### src/rtl/assert_macros.svh
// assertion macros shared by the link controller modules
// expects clk and rst_n in the scope of each use
`ifndef ASSERT_MACROS_SVH
`define ASSERT_MACROS_SVH

// same-cycle implication
`define SAW_ASSERT_NOW(lbl, ante, cons, msg) \
  lbl: assert property (@(posedge clk) disable iff (!rst_n) (ante) |-> (cons)) \
    else $error(msg);

// next-cycle implication
`define SAW_ASSERT_NEXT(lbl, ante, cons, msg) \
  lbl: assert property (@(posedge clk) disable iff (!rst_n) (ante) |=> (cons)) \
    else $error(msg);

`endif

### src/rtl/saw_pkg.sv
// types, codes and constants of the stop-and-wait link controller
// no dependencies
package saw_pkg;

  localparam int CMD_W  = 3;
  localparam int WORD_W = 32;
  localparam int SIZE_W = 9;
  localparam int CNT_W  = 4;

  localparam int PAYLOAD_BITS_DEF = 32;
  localparam int SIZE_LIMIT_DEF   = 500;
  localparam logic [CNT_W-1:0] RETRY_LIMIT_RST = 4'd5;

  typedef enum logic [CMD_W-1:0] {
    CMD_RCV_CON  = 3'd0,
    CMD_RCV_FIN  = 3'd1,
    CMD_RCV_ACK  = 3'd2,
    CMD_RCV_DATA = 3'd3,
    CMD_CONNECT  = 3'd4,
    CMD_CLOSE    = 3'd5,
    CMD_SEND     = 3'd6,
    CMD_TIMER    = 3'd7
  } cmd_t;

  typedef enum logic [1:0] {
    PH_IDLE      = 2'd0,
    PH_CONSENT   = 2'd1,
    PH_CONNECTED = 2'd2,
    PH_SENDING   = 2'd3
  } phase_t;

  typedef enum logic [1:0] {
    PK_CON  = 2'd0,
    PK_FIN  = 2'd1,
    PK_ACK  = 2'd2,
    PK_DATA = 2'd3
  } pkt_t;

  typedef enum logic [1:0] {
    TM_NONE = 2'd0,
    TM_STOP = 2'd1,
    TM_CONN = 2'd2,
    TM_DATA = 2'd3
  } tmr_t;

  typedef struct packed {
    logic              send_valid;
    pkt_t              send_type;
    logic [WORD_W-1:0] send_word;
    logic [SIZE_W-1:0] send_size;
    tmr_t              timer_cmd;
    logic              deliver_valid;
    logic [WORD_W-1:0] deliver_word;
    logic [SIZE_W-1:0] deliver_size;
    phase_t            link_state;
    logic              send_ready;
    logic              gave_up;
  } result_t;

endpackage

### src/rtl/stop_and_wait_link_fsm_core.sv
// stop-and-wait link controller: connection set-up, one outstanding data word,
// duplicate-filtered delivery of received data
// depends on saw_pkg, saw_ctrl, saw_out_buf
//
// usage
//   input channel in_valid/in_ready carries one event transaction: in_cmd,
//   in_data_word, in_data_size
//   output channel out_valid/out_ready returns exactly one result transaction
//   per event: packet to the peer, timer command, delivered data, link state
//   cfg_we/cfg_data write the retransmit limit; write only while idle
// latency: the result is presented one cycle after the event is accepted
// throughput: one event per cycle; the link state registers update at the
//   accept edge, so the next event sees them at once
// a stalled receiver holds the single result register; in_ready then drops
//   until the result is taken, and accepts again in that same cycle
// reset: synchronous on rst_n; link idle, send open, retry count zero,
//   retransmit limit 5, no result pending
module stop_and_wait_link_fsm_core #(
  parameter int PAYLOAD_BITS = saw_pkg::PAYLOAD_BITS_DEF,
  parameter int SIZE_LIMIT   = saw_pkg::SIZE_LIMIT_DEF
) (
  input  logic                         clk,
  input  logic                         rst_n,
  input  logic                         in_valid,
  output logic                         in_ready,
  input  logic [saw_pkg::CMD_W-1:0]    in_cmd,
  input  logic [saw_pkg::WORD_W-1:0]   in_data_word,
  input  logic [saw_pkg::SIZE_W-1:0]   in_data_size,
  output logic                         out_valid,
  input  logic                         out_ready,
  output logic                         out_send_valid,
  output logic [1:0]                   out_send_type,
  output logic [saw_pkg::WORD_W-1:0]   out_send_word,
  output logic [saw_pkg::SIZE_W-1:0]   out_send_size,
  output logic [1:0]                   out_timer_cmd,
  output logic                         out_deliver_valid,
  output logic [saw_pkg::WORD_W-1:0]   out_deliver_word,
  output logic [saw_pkg::SIZE_W-1:0]   out_deliver_size,
  output logic [1:0]                   out_link_state,
  output logic                         out_send_ready,
  output logic                         out_gave_up,
  input  logic                         cfg_we,
  input  logic [saw_pkg::CNT_W-1:0]    cfg_data
);

  logic             fire;
  saw_pkg::result_t res;
  saw_pkg::result_t res_q;

  assign fire = in_valid && in_ready;

  saw_ctrl #(
    .PAYLOAD_BITS (PAYLOAD_BITS),
    .SIZE_LIMIT   (SIZE_LIMIT)
  ) u_ctrl (
    .clk       (clk),
    .rst_n     (rst_n),
    .fire      (fire),
    .cmd       (saw_pkg::cmd_t'(in_cmd)),
    .data_word (in_data_word),
    .data_size (in_data_size),
    .cfg_we    (cfg_we),
    .cfg_data  (cfg_data),
    .res       (res)
  );

  saw_out_buf u_out_buf (
    .clk       (clk),
    .rst_n     (rst_n),
    .load      (fire),
    .res       (res),
    .out_ready (out_ready),
    .out_valid (out_valid),
    .can_load  (in_ready),
    .res_q     (res_q)
  );

  assign out_send_valid    = res_q.send_valid;
  assign out_send_type     = res_q.send_type;
  assign out_send_word     = res_q.send_word;
  assign out_send_size     = res_q.send_size;
  assign out_timer_cmd     = res_q.timer_cmd;
  assign out_deliver_valid = res_q.deliver_valid;
  assign out_deliver_word  = res_q.deliver_word;
  assign out_deliver_size  = res_q.deliver_size;
  assign out_link_state    = res_q.link_state;
  assign out_send_ready    = res_q.send_ready;
  assign out_gave_up       = res_q.gave_up;

endmodule

### src/rtl/saw_ctrl.sv
// link state, retry and duplicate-filter registers with the event transition logic
// depends on saw_pkg and assert_macros.svh
`include "assert_macros.svh"

module saw_ctrl #(
  parameter int PAYLOAD_BITS = saw_pkg::PAYLOAD_BITS_DEF,
  parameter int SIZE_LIMIT   = saw_pkg::SIZE_LIMIT_DEF
) (
  input  logic                            clk,
  input  logic                            rst_n,
  input  logic                            fire,
  input  saw_pkg::cmd_t                   cmd,
  input  logic [saw_pkg::WORD_W-1:0]      data_word,
  input  logic [saw_pkg::SIZE_W-1:0]      data_size,
  input  logic                            cfg_we,
  input  logic [saw_pkg::CNT_W-1:0]       cfg_data,
  output saw_pkg::result_t                res
);

  localparam int STORE_W = (PAYLOAD_BITS < saw_pkg::WORD_W) ? PAYLOAD_BITS : saw_pkg::WORD_W;

  saw_pkg::phase_t               phase_r, phase_nxt;
  logic [saw_pkg::CNT_W-1:0]     limit_r;
  logic [saw_pkg::CNT_W-1:0]     retry_r, retry_nxt;
  logic                          accept_r, accept_nxt;
  logic [STORE_W-1:0]            saved_word_r, saved_word_nxt;
  logic [saw_pkg::SIZE_W-1:0]    saved_size_r, saved_size_nxt;
  logic [STORE_W-1:0]            last_word_r, last_word_nxt;
  logic                          last_valid_r, last_valid_nxt;

  logic [STORE_W-1:0]            word_m;
  logic [saw_pkg::SIZE_W-1:0]    size_c;
  logic                          give_up;
  logic                          is_dup;

  assign word_m  = data_word[STORE_W-1:0];
  assign size_c  = (data_size > saw_pkg::SIZE_W'(SIZE_LIMIT)) ?
                   saw_pkg::SIZE_W'(SIZE_LIMIT) : data_size;
  assign give_up = (cmd == saw_pkg::CMD_TIMER) && (retry_r >= limit_r);
  assign is_dup  = last_valid_r && (last_word_r == word_m);

  // next phase
  always_comb begin
    phase_nxt = phase_r;
    unique case (cmd)
      saw_pkg::CMD_RCV_CON: begin
        if (phase_r == saw_pkg::PH_IDLE || phase_r == saw_pkg::PH_CONSENT)
          phase_nxt = saw_pkg::PH_CONNECTED;
      end
      saw_pkg::CMD_RCV_FIN: begin
        if (phase_r == saw_pkg::PH_CONSENT || phase_r == saw_pkg::PH_CONNECTED)
          phase_nxt = saw_pkg::PH_IDLE;
      end
      saw_pkg::CMD_RCV_ACK: begin
        if (phase_r == saw_pkg::PH_CONSENT || phase_r == saw_pkg::PH_SENDING)
          phase_nxt = saw_pkg::PH_CONNECTED;
      end
      saw_pkg::CMD_RCV_DATA: begin
        if (phase_r == saw_pkg::PH_CONNECTED || phase_r == saw_pkg::PH_SENDING)
          phase_nxt = saw_pkg::PH_CONNECTED;
      end
      saw_pkg::CMD_CONNECT: begin
        if (phase_r == saw_pkg::PH_IDLE)
          phase_nxt = saw_pkg::PH_CONSENT;
      end
      saw_pkg::CMD_CLOSE: begin
        if (phase_r != saw_pkg::PH_IDLE)
          phase_nxt = saw_pkg::PH_IDLE;
      end
      saw_pkg::CMD_SEND: begin
        if (accept_r && phase_r == saw_pkg::PH_CONNECTED)
          phase_nxt = saw_pkg::PH_SENDING;
      end
      saw_pkg::CMD_TIMER: begin
        if (give_up) begin
          if (phase_r == saw_pkg::PH_SENDING)
            phase_nxt = saw_pkg::PH_CONNECTED;
        end else if (phase_r == saw_pkg::PH_CONSENT) begin
          phase_nxt = saw_pkg::PH_IDLE;
        end else if (phase_r == saw_pkg::PH_CONNECTED) begin
          phase_nxt = saw_pkg::PH_SENDING;
        end
      end
    endcase
  end

  // result fields and datapath state
  always_comb begin
    res            = '0;
    retry_nxt      = give_up ? '0 : retry_r;
    accept_nxt     = accept_r;
    saved_word_nxt = saved_word_r;
    saved_size_nxt = saved_size_r;
    last_word_nxt  = last_word_r;
    last_valid_nxt = last_valid_r;
    res.gave_up    = give_up;
    unique case (cmd)
      saw_pkg::CMD_RCV_CON: begin
        if (phase_r == saw_pkg::PH_IDLE || phase_r == saw_pkg::PH_CONSENT) begin
          res.send_valid = 1'b1;
          res.send_type  = saw_pkg::PK_ACK;
          res.timer_cmd  = saw_pkg::TM_STOP;
        end
      end
      saw_pkg::CMD_RCV_FIN: begin
        if (phase_r == saw_pkg::PH_CONSENT || phase_r == saw_pkg::PH_CONNECTED) begin
          res.send_valid = 1'b1;
          res.send_type  = saw_pkg::PK_FIN;
        end
      end
      saw_pkg::CMD_RCV_ACK: begin
        if (phase_r == saw_pkg::PH_CONSENT) begin
          res.timer_cmd = saw_pkg::TM_STOP;
        end else if (phase_r == saw_pkg::PH_SENDING) begin
          res.timer_cmd = saw_pkg::TM_STOP;
          retry_nxt     = '0;
          accept_nxt    = 1'b1;
        end
      end
      saw_pkg::CMD_RCV_DATA: begin
        if (phase_r == saw_pkg::PH_CONNECTED || phase_r == saw_pkg::PH_SENDING) begin
          accept_nxt     = 1'b1;
          res.send_valid = 1'b1;
          res.send_type  = saw_pkg::PK_ACK;
          if (!is_dup) begin
            res.deliver_valid = 1'b1;
            res.deliver_word  = saw_pkg::WORD_W'(word_m);
            res.deliver_size  = size_c;
            last_word_nxt     = word_m;
            last_valid_nxt    = 1'b1;
          end
        end
      end
      saw_pkg::CMD_CONNECT: begin
        if (phase_r == saw_pkg::PH_IDLE) begin
          res.send_valid = 1'b1;
          res.send_type  = saw_pkg::PK_CON;
          res.timer_cmd  = saw_pkg::TM_CONN;
        end
      end
      saw_pkg::CMD_CLOSE: begin
        if (phase_r != saw_pkg::PH_IDLE) begin
          res.send_valid = 1'b1;
          res.send_type  = saw_pkg::PK_FIN;
        end
      end
      saw_pkg::CMD_SEND: begin
        if (accept_r && phase_r == saw_pkg::PH_CONNECTED) begin
          accept_nxt     = 1'b0;
          res.send_valid = 1'b1;
          res.send_type  = saw_pkg::PK_DATA;
          res.send_word  = saw_pkg::WORD_W'(word_m);
          res.send_size  = size_c;
          res.timer_cmd  = saw_pkg::TM_DATA;
          saved_word_nxt = word_m;
          saved_size_nxt = size_c;
        end
      end
      saw_pkg::CMD_TIMER: begin
        if (give_up) begin
          if (phase_r == saw_pkg::PH_SENDING) begin
            res.timer_cmd = saw_pkg::TM_STOP;
            accept_nxt    = 1'b1;
          end
        end else if (phase_r == saw_pkg::PH_CONSENT) begin
          res.send_valid = 1'b1;
          res.send_type  = saw_pkg::PK_FIN;
        end else if (phase_r == saw_pkg::PH_CONNECTED) begin
          res.timer_cmd = saw_pkg::TM_DATA;
        end else if (phase_r == saw_pkg::PH_SENDING) begin
          // resend of the saved transaction
          accept_nxt     = 1'b0;
          retry_nxt      = retry_r + 1'b1;
          res.send_valid = 1'b1;
          res.send_type  = saw_pkg::PK_DATA;
          res.send_word  = saw_pkg::WORD_W'(saved_word_r);
          res.send_size  = saved_size_r;
          res.timer_cmd  = saw_pkg::TM_DATA;
        end
      end
    endcase
    res.link_state = phase_nxt;
    res.send_ready = accept_nxt;
  end

  always_ff @(posedge clk) begin
    if (!rst_n) begin
      phase_r      <= saw_pkg::PH_IDLE;
      retry_r      <= '0;
      accept_r     <= 1'b1;
      saved_word_r <= '0;
      saved_size_r <= '0;
      last_word_r  <= '0;
      last_valid_r <= 1'b0;
    end else if (fire) begin
      phase_r      <= phase_nxt;
      retry_r      <= retry_nxt;
      accept_r     <= accept_nxt;
      saved_word_r <= saved_word_nxt;
      saved_size_r <= saved_size_nxt;
      last_word_r  <= last_word_nxt;
      last_valid_r <= last_valid_nxt;
    end
  end

  always_ff @(posedge clk) begin
    if (!rst_n) begin
      limit_r <= saw_pkg::RETRY_LIMIT_RST;
    end else if (cfg_we) begin
      limit_r <= cfg_data;
    end
  end

  `SAW_ASSERT_NEXT(a_refused_send_holds,
    fire && cmd == saw_pkg::CMD_SEND && !accept_r,
    $stable(phase_r) && !accept_r, "refused send changed link state")
  `SAW_ASSERT_NEXT(a_data_out_blocks_send,
    fire && res.send_valid && res.send_type == saw_pkg::PK_DATA,
    !accept_r && phase_r == saw_pkg::PH_SENDING, "data sent but send still open")
  `SAW_ASSERT_NOW(a_gave_up_clears_retry,
    res.gave_up, retry_nxt == '0 && cmd == saw_pkg::CMD_TIMER,
    "give-up without cleared retry count")

endmodule

### src/rtl/saw_out_buf.sv
// result register between the transition logic and the output channel
// depends on saw_pkg and assert_macros.svh
`include "assert_macros.svh"

module saw_out_buf (
  input  logic             clk,
  input  logic             rst_n,
  input  logic             load,
  input  saw_pkg::result_t res,
  input  logic             out_ready,
  output logic             out_valid,
  output logic             can_load,
  output saw_pkg::result_t res_q
);

  logic             valid_r, valid_nxt;
  saw_pkg::result_t res_r;

  assign can_load  = !valid_r || out_ready;
  assign valid_nxt = load || (valid_r && !out_ready);
  assign out_valid = valid_r;
  assign res_q     = res_r;

  always_ff @(posedge clk) begin
    if (!rst_n) begin
      valid_r <= 1'b0;
    end else begin
      valid_r <= valid_nxt;
    end
  end

  always_ff @(posedge clk) begin
    if (load) begin
      res_r <= res;
    end
  end

  `SAW_ASSERT_NOW(a_no_overwrite, load, can_load, "result register overwritten while full")
  `SAW_ASSERT_NEXT(a_load_shows, load, valid_r, "loaded transaction not presented")

endmodule

### config.mk
export PLATFORM = sky130hd
export DESIGN_NAME = stop_and_wait_link_fsm_core
export DESIGN_NICKNAME = d
export VERILOG_FILES = /design/src/rtl/saw_pkg.sv /design/src/rtl/stop_and_wait_link_fsm_core.sv /design/src/rtl/saw_ctrl.sv /design/src/rtl/saw_out_buf.sv
export VERILOG_INCLUDE_DIRS = /design/src /design/src/rtl
export SDC_FILE = /design/constraint.sdc
export NUM_CORES = 1
export LEC_CHECK = 0
export BUFFER_PORTS_ARGS = -buffer_cell sky130_fd_sc_hd__buf_4
export CORE_ASPECT_RATIO = 1.2
export CORE_MARGIN = 2
export CORE_UTILIZATION = 37
export DETAILED_ROUTE_END_ITERATION = 8
export HOLD_SLACK_MARGIN = 0.05
export PLACE_DENSITY = 0.68
export SLEW_MARGIN = 20
export SYNTH_ARGS = -nofsm -noshare
export SYNTH_HDL_FRONTEND = slang
export SYNTH_SLANG_ARGS = --single-unit
### constraint.sdc
create_clock -name clk -period 6 [get_ports clk]
set_input_delay 0.9 -clock clk [delete_from_list [all_inputs] [get_ports clk]]
set_output_delay 0.9 -clock clk [all_outputs]
set_load 0.02 [all_outputs]
==> impl_metrics.json <==
{
  "grt_overflow": 0,
  "drtIter0Drc": 538,
  "n_antenna_cell": 0,
  "syn_area_sq_um": 7680,
  "die_h_um": 162,
  "criticalPathCategory": "reg2reg",
  "dp_hpwl_um": 11900,
  "syn_area_per_cell_sq_um": 10.9,
  "wl_per_cell_um": 16.2,
  "crit_start": "u_ctrl.phase_r[0]$_SDFFE_PN0P_",
  "slew_viol_final": 0,
  "power_density_nw_per_um2": 289,
  "finalCritPeriodShare": 0.541,
  "antenna_found_initial": 0,
  "clock_latency_ns": 0.42,
  "placed_cell_area_sq_um": 8920,
  "relSlewSlack": 0.331,
  "layout_commonest_cell": "buf_4",
  "cts_buffers": 17,
  "num-nets-final": 890,
  "async_flop_share": 0,
  "fin_total_pwr_mw": 2.75,
  "r2r_start": "u_ctrl.phase_r[0]$_SDFFE_PN0P_",
  "grt_pass1_wl_um": 28900,
  "die_area_sq_um": 21900,
  "final_cell_mix": "151 x buf_4, 95 x nand2_1, 92 x edfxtp_1",
  "clk_pin_slew_worst_paths_ns": 0.07,
  "initial_core_util": 0.378,
  "syn_to_final_growth_pct": 24.2,
  "rows": 57,
  "hold_buffers": 0,
  "pin_count": 147,
  "grt_pass1_vias": 5436,
  "fin_skew_ns": 0.0103,
  "worst_hold_path_type": "reg2reg",
  "drive_above_1_share": 0.234,
  "ys_seq_area_frac": 0.584,
  "whs_ns": 0.453,
  "grt_usage": 0.169,
  "cp.arrival_ns": 3.55,
  "min_period_ns": 3.25,
  "clockRootBuffer": "clkbuf_16",
  "cts_resized": 0,
  "fin_area_sq_um": 9530,
  "wirelength_um": 17900,
  "setup_tns_ns": 0,
  "cts_buffer_depth": 2,
  "drc": 0,
  "die_w_um": 135,
  "core_area_sq_um": 20300,
  "min_from": "u_ctrl.saved_word_r[31]$_SDFFE_PN0P_",
  "ys.flop_type": "edfxtp_1",
  "fill_cells": 1878,
  "firstDrtPassIters": 4,
  "worstPathMaxFanout": 42,
  "drv_cap": 0,
  "synth_nets": 768,
  "p_leak_nw": 3.71,
  "postCtsSetupBuffers": 0,
  "htree_num_levels": 4,
  "ys_types": 59,
  "start_kind": "flop",
  "fmax_mhz": 308,
  "critPathRequiredTime_ns": 6.30,
  "ir_drop_v": 0.000197,
  "grt_max_degree": 69,
  "cp-end-kind": "flop",
  "synth_enable_flop_cells": 92,
  "synth-seq-cells": 178,
  "finalSetupViolCount": 0,
  "ys_warn_count": 0,
  "synthCells": 704,
  "ant_nets": 0,
  "cts_sinks": 178,
  "io_buffers": 146,
  "cts_tree": "built",
  "drt-vias-per-instance": 5.03,
  "rsz0062_at_grt": "false",
  "num_vias": 5555,
  "place.gp.congestion": 0.849,
  "tightest_slew_ns": 1.00,
  "status": "finished clean",
  "hold_viol": 0
}
==> sequential cells by signal, summed over array words and instances, names as in the netlist <==
| name | flops |
|---|---|
| u_out_buf.out_valid | 1 |
| u_ctrl.accept_r | 1 |
| u_ctrl.saved_size_r | 9 |
| u_ctrl.retry_r | 4 |
| u_ctrl.saved_word_r | 32 |
| u_ctrl.phase_r | 2 |
| u_ctrl.last_word_r | 32 |
| u_ctrl.last_valid_r | 1 |
| u_ctrl.limit_r | 4 |
| u_out_buf.res_q | 92 |
==> through the flow <==
stage	std cells	worst slack, ns	util
4_1_cts	1104	2.70	0.469
3_5_place_dp	1072	2.46	0.439
2_1_floorplan	704	1.43	-
5_1_grt	1104	2.27	0.469
6_report	1104	2.75	0.469
3_3_place_gp	1072	2.46	0.439
==> critical path, stage by stage (launching register included) <==
cell	delay, ns
dfxtp_1	0.37
inv_1	0.13
ha_1	0.41
nand4_1	0.26
nor2_4	0.81
nand2_2	0.75
a21oi_1	0.34
nor2_1	0.05
==> cell families (layout without fill, tap and decap cells) <==
group,after synthesis,count (layout),synth area share
flops,178,178,0.584
buf+inv,63,198,0.0406
simple gates,248,248,0.155
compound gates,136,136,0.119
mux,36,36,0.0471
fa+ha+maj,11,11,0.0179
xor+xnor,32,32,0.0365
==> where the power goes <==
group	switching, mW	total (mW)	leakage [nW]	internal, mW
combinational	0.154	0.253	1.79	0.0985
sequential	0.0145	1.33	1.62	1.32
clock	0.456	1.17	0.300	0.711
total	0.624	2.75	3.71	2.13
==> synth_stat cells (all sizes together) (2+ instances only) <==
cell | count | area, sq um
nand2 | 96 | 360
edfxtp | 92 | 2760
dfxtp | 86 | 1720
a21oi | 57 | 285
nor2 | 57 | 214
and3 | 41 | 263
a22o | 38 | 334
mux2i | 35 | 350
xnor2 | 28 | 245
clkbuf | 26 | 118
buf | 22 | 138
o21ai | 15 | 75.1
inv | 14 | 52.6
nand3 | 12 | 60.1
ha | 11 | 138
nor2b | 9 | 56.3
nand4 | 8 | 50.1
nor3 | 6 | 30.0
a211oi | 4 | 30.0
and2 | 4 | 25.0
nand2b | 4 | 32.5
o211ai | 4 | 30.0
xor2 | 4 | 35.0
nor4 | 3 | 33.8
o22ai | 3 | 18.8
a31oi | 2 | 12.5
o2111ai | 2 | 17.5
==> cell type report <==
class	count	area, sq um	area share
Inverter	15	58.8	0.00617
Timing Repair Buffer	151	1130	0.119
Sequential cell	178	4480	0.470
Clock inverter	9	156	0.0164
Clock buffer	23	458	0.0480
Multi-Input combinational cell	463	2910	0.305
Tap cell	265	332	0.0348
==> metal layers <==
| metal | wire, um | track usage |
|---|---|---|
| met5 | 0 | 0 |
| met4 | 297 | 0.0606 |
| met3 | 735 | 0.0350 |
| met2 | 8850 | 0.278 |
| met1 | 8000 | 0.219 |
==> worst paths after layout <==
path	endpoint	slack [ns]	cells after the start
worst max-delay path	u_ctrl.saved_size_r[1]$_SDFFE_PN0P_	2.75	7
worst min-delay path	u_ctrl.saved_word_r[31]$_SDFFE_PN0P_	0.45	2
worst max register to register	u_ctrl.saved_size_r[1]$_SDFFE_PN0P_	2.75	7
worst min register to register	u_ctrl.saved_word_r[31]$_SDFFE_PN0P_	0.45	2
Note: power is estimated with default switching activity, not from simulation.
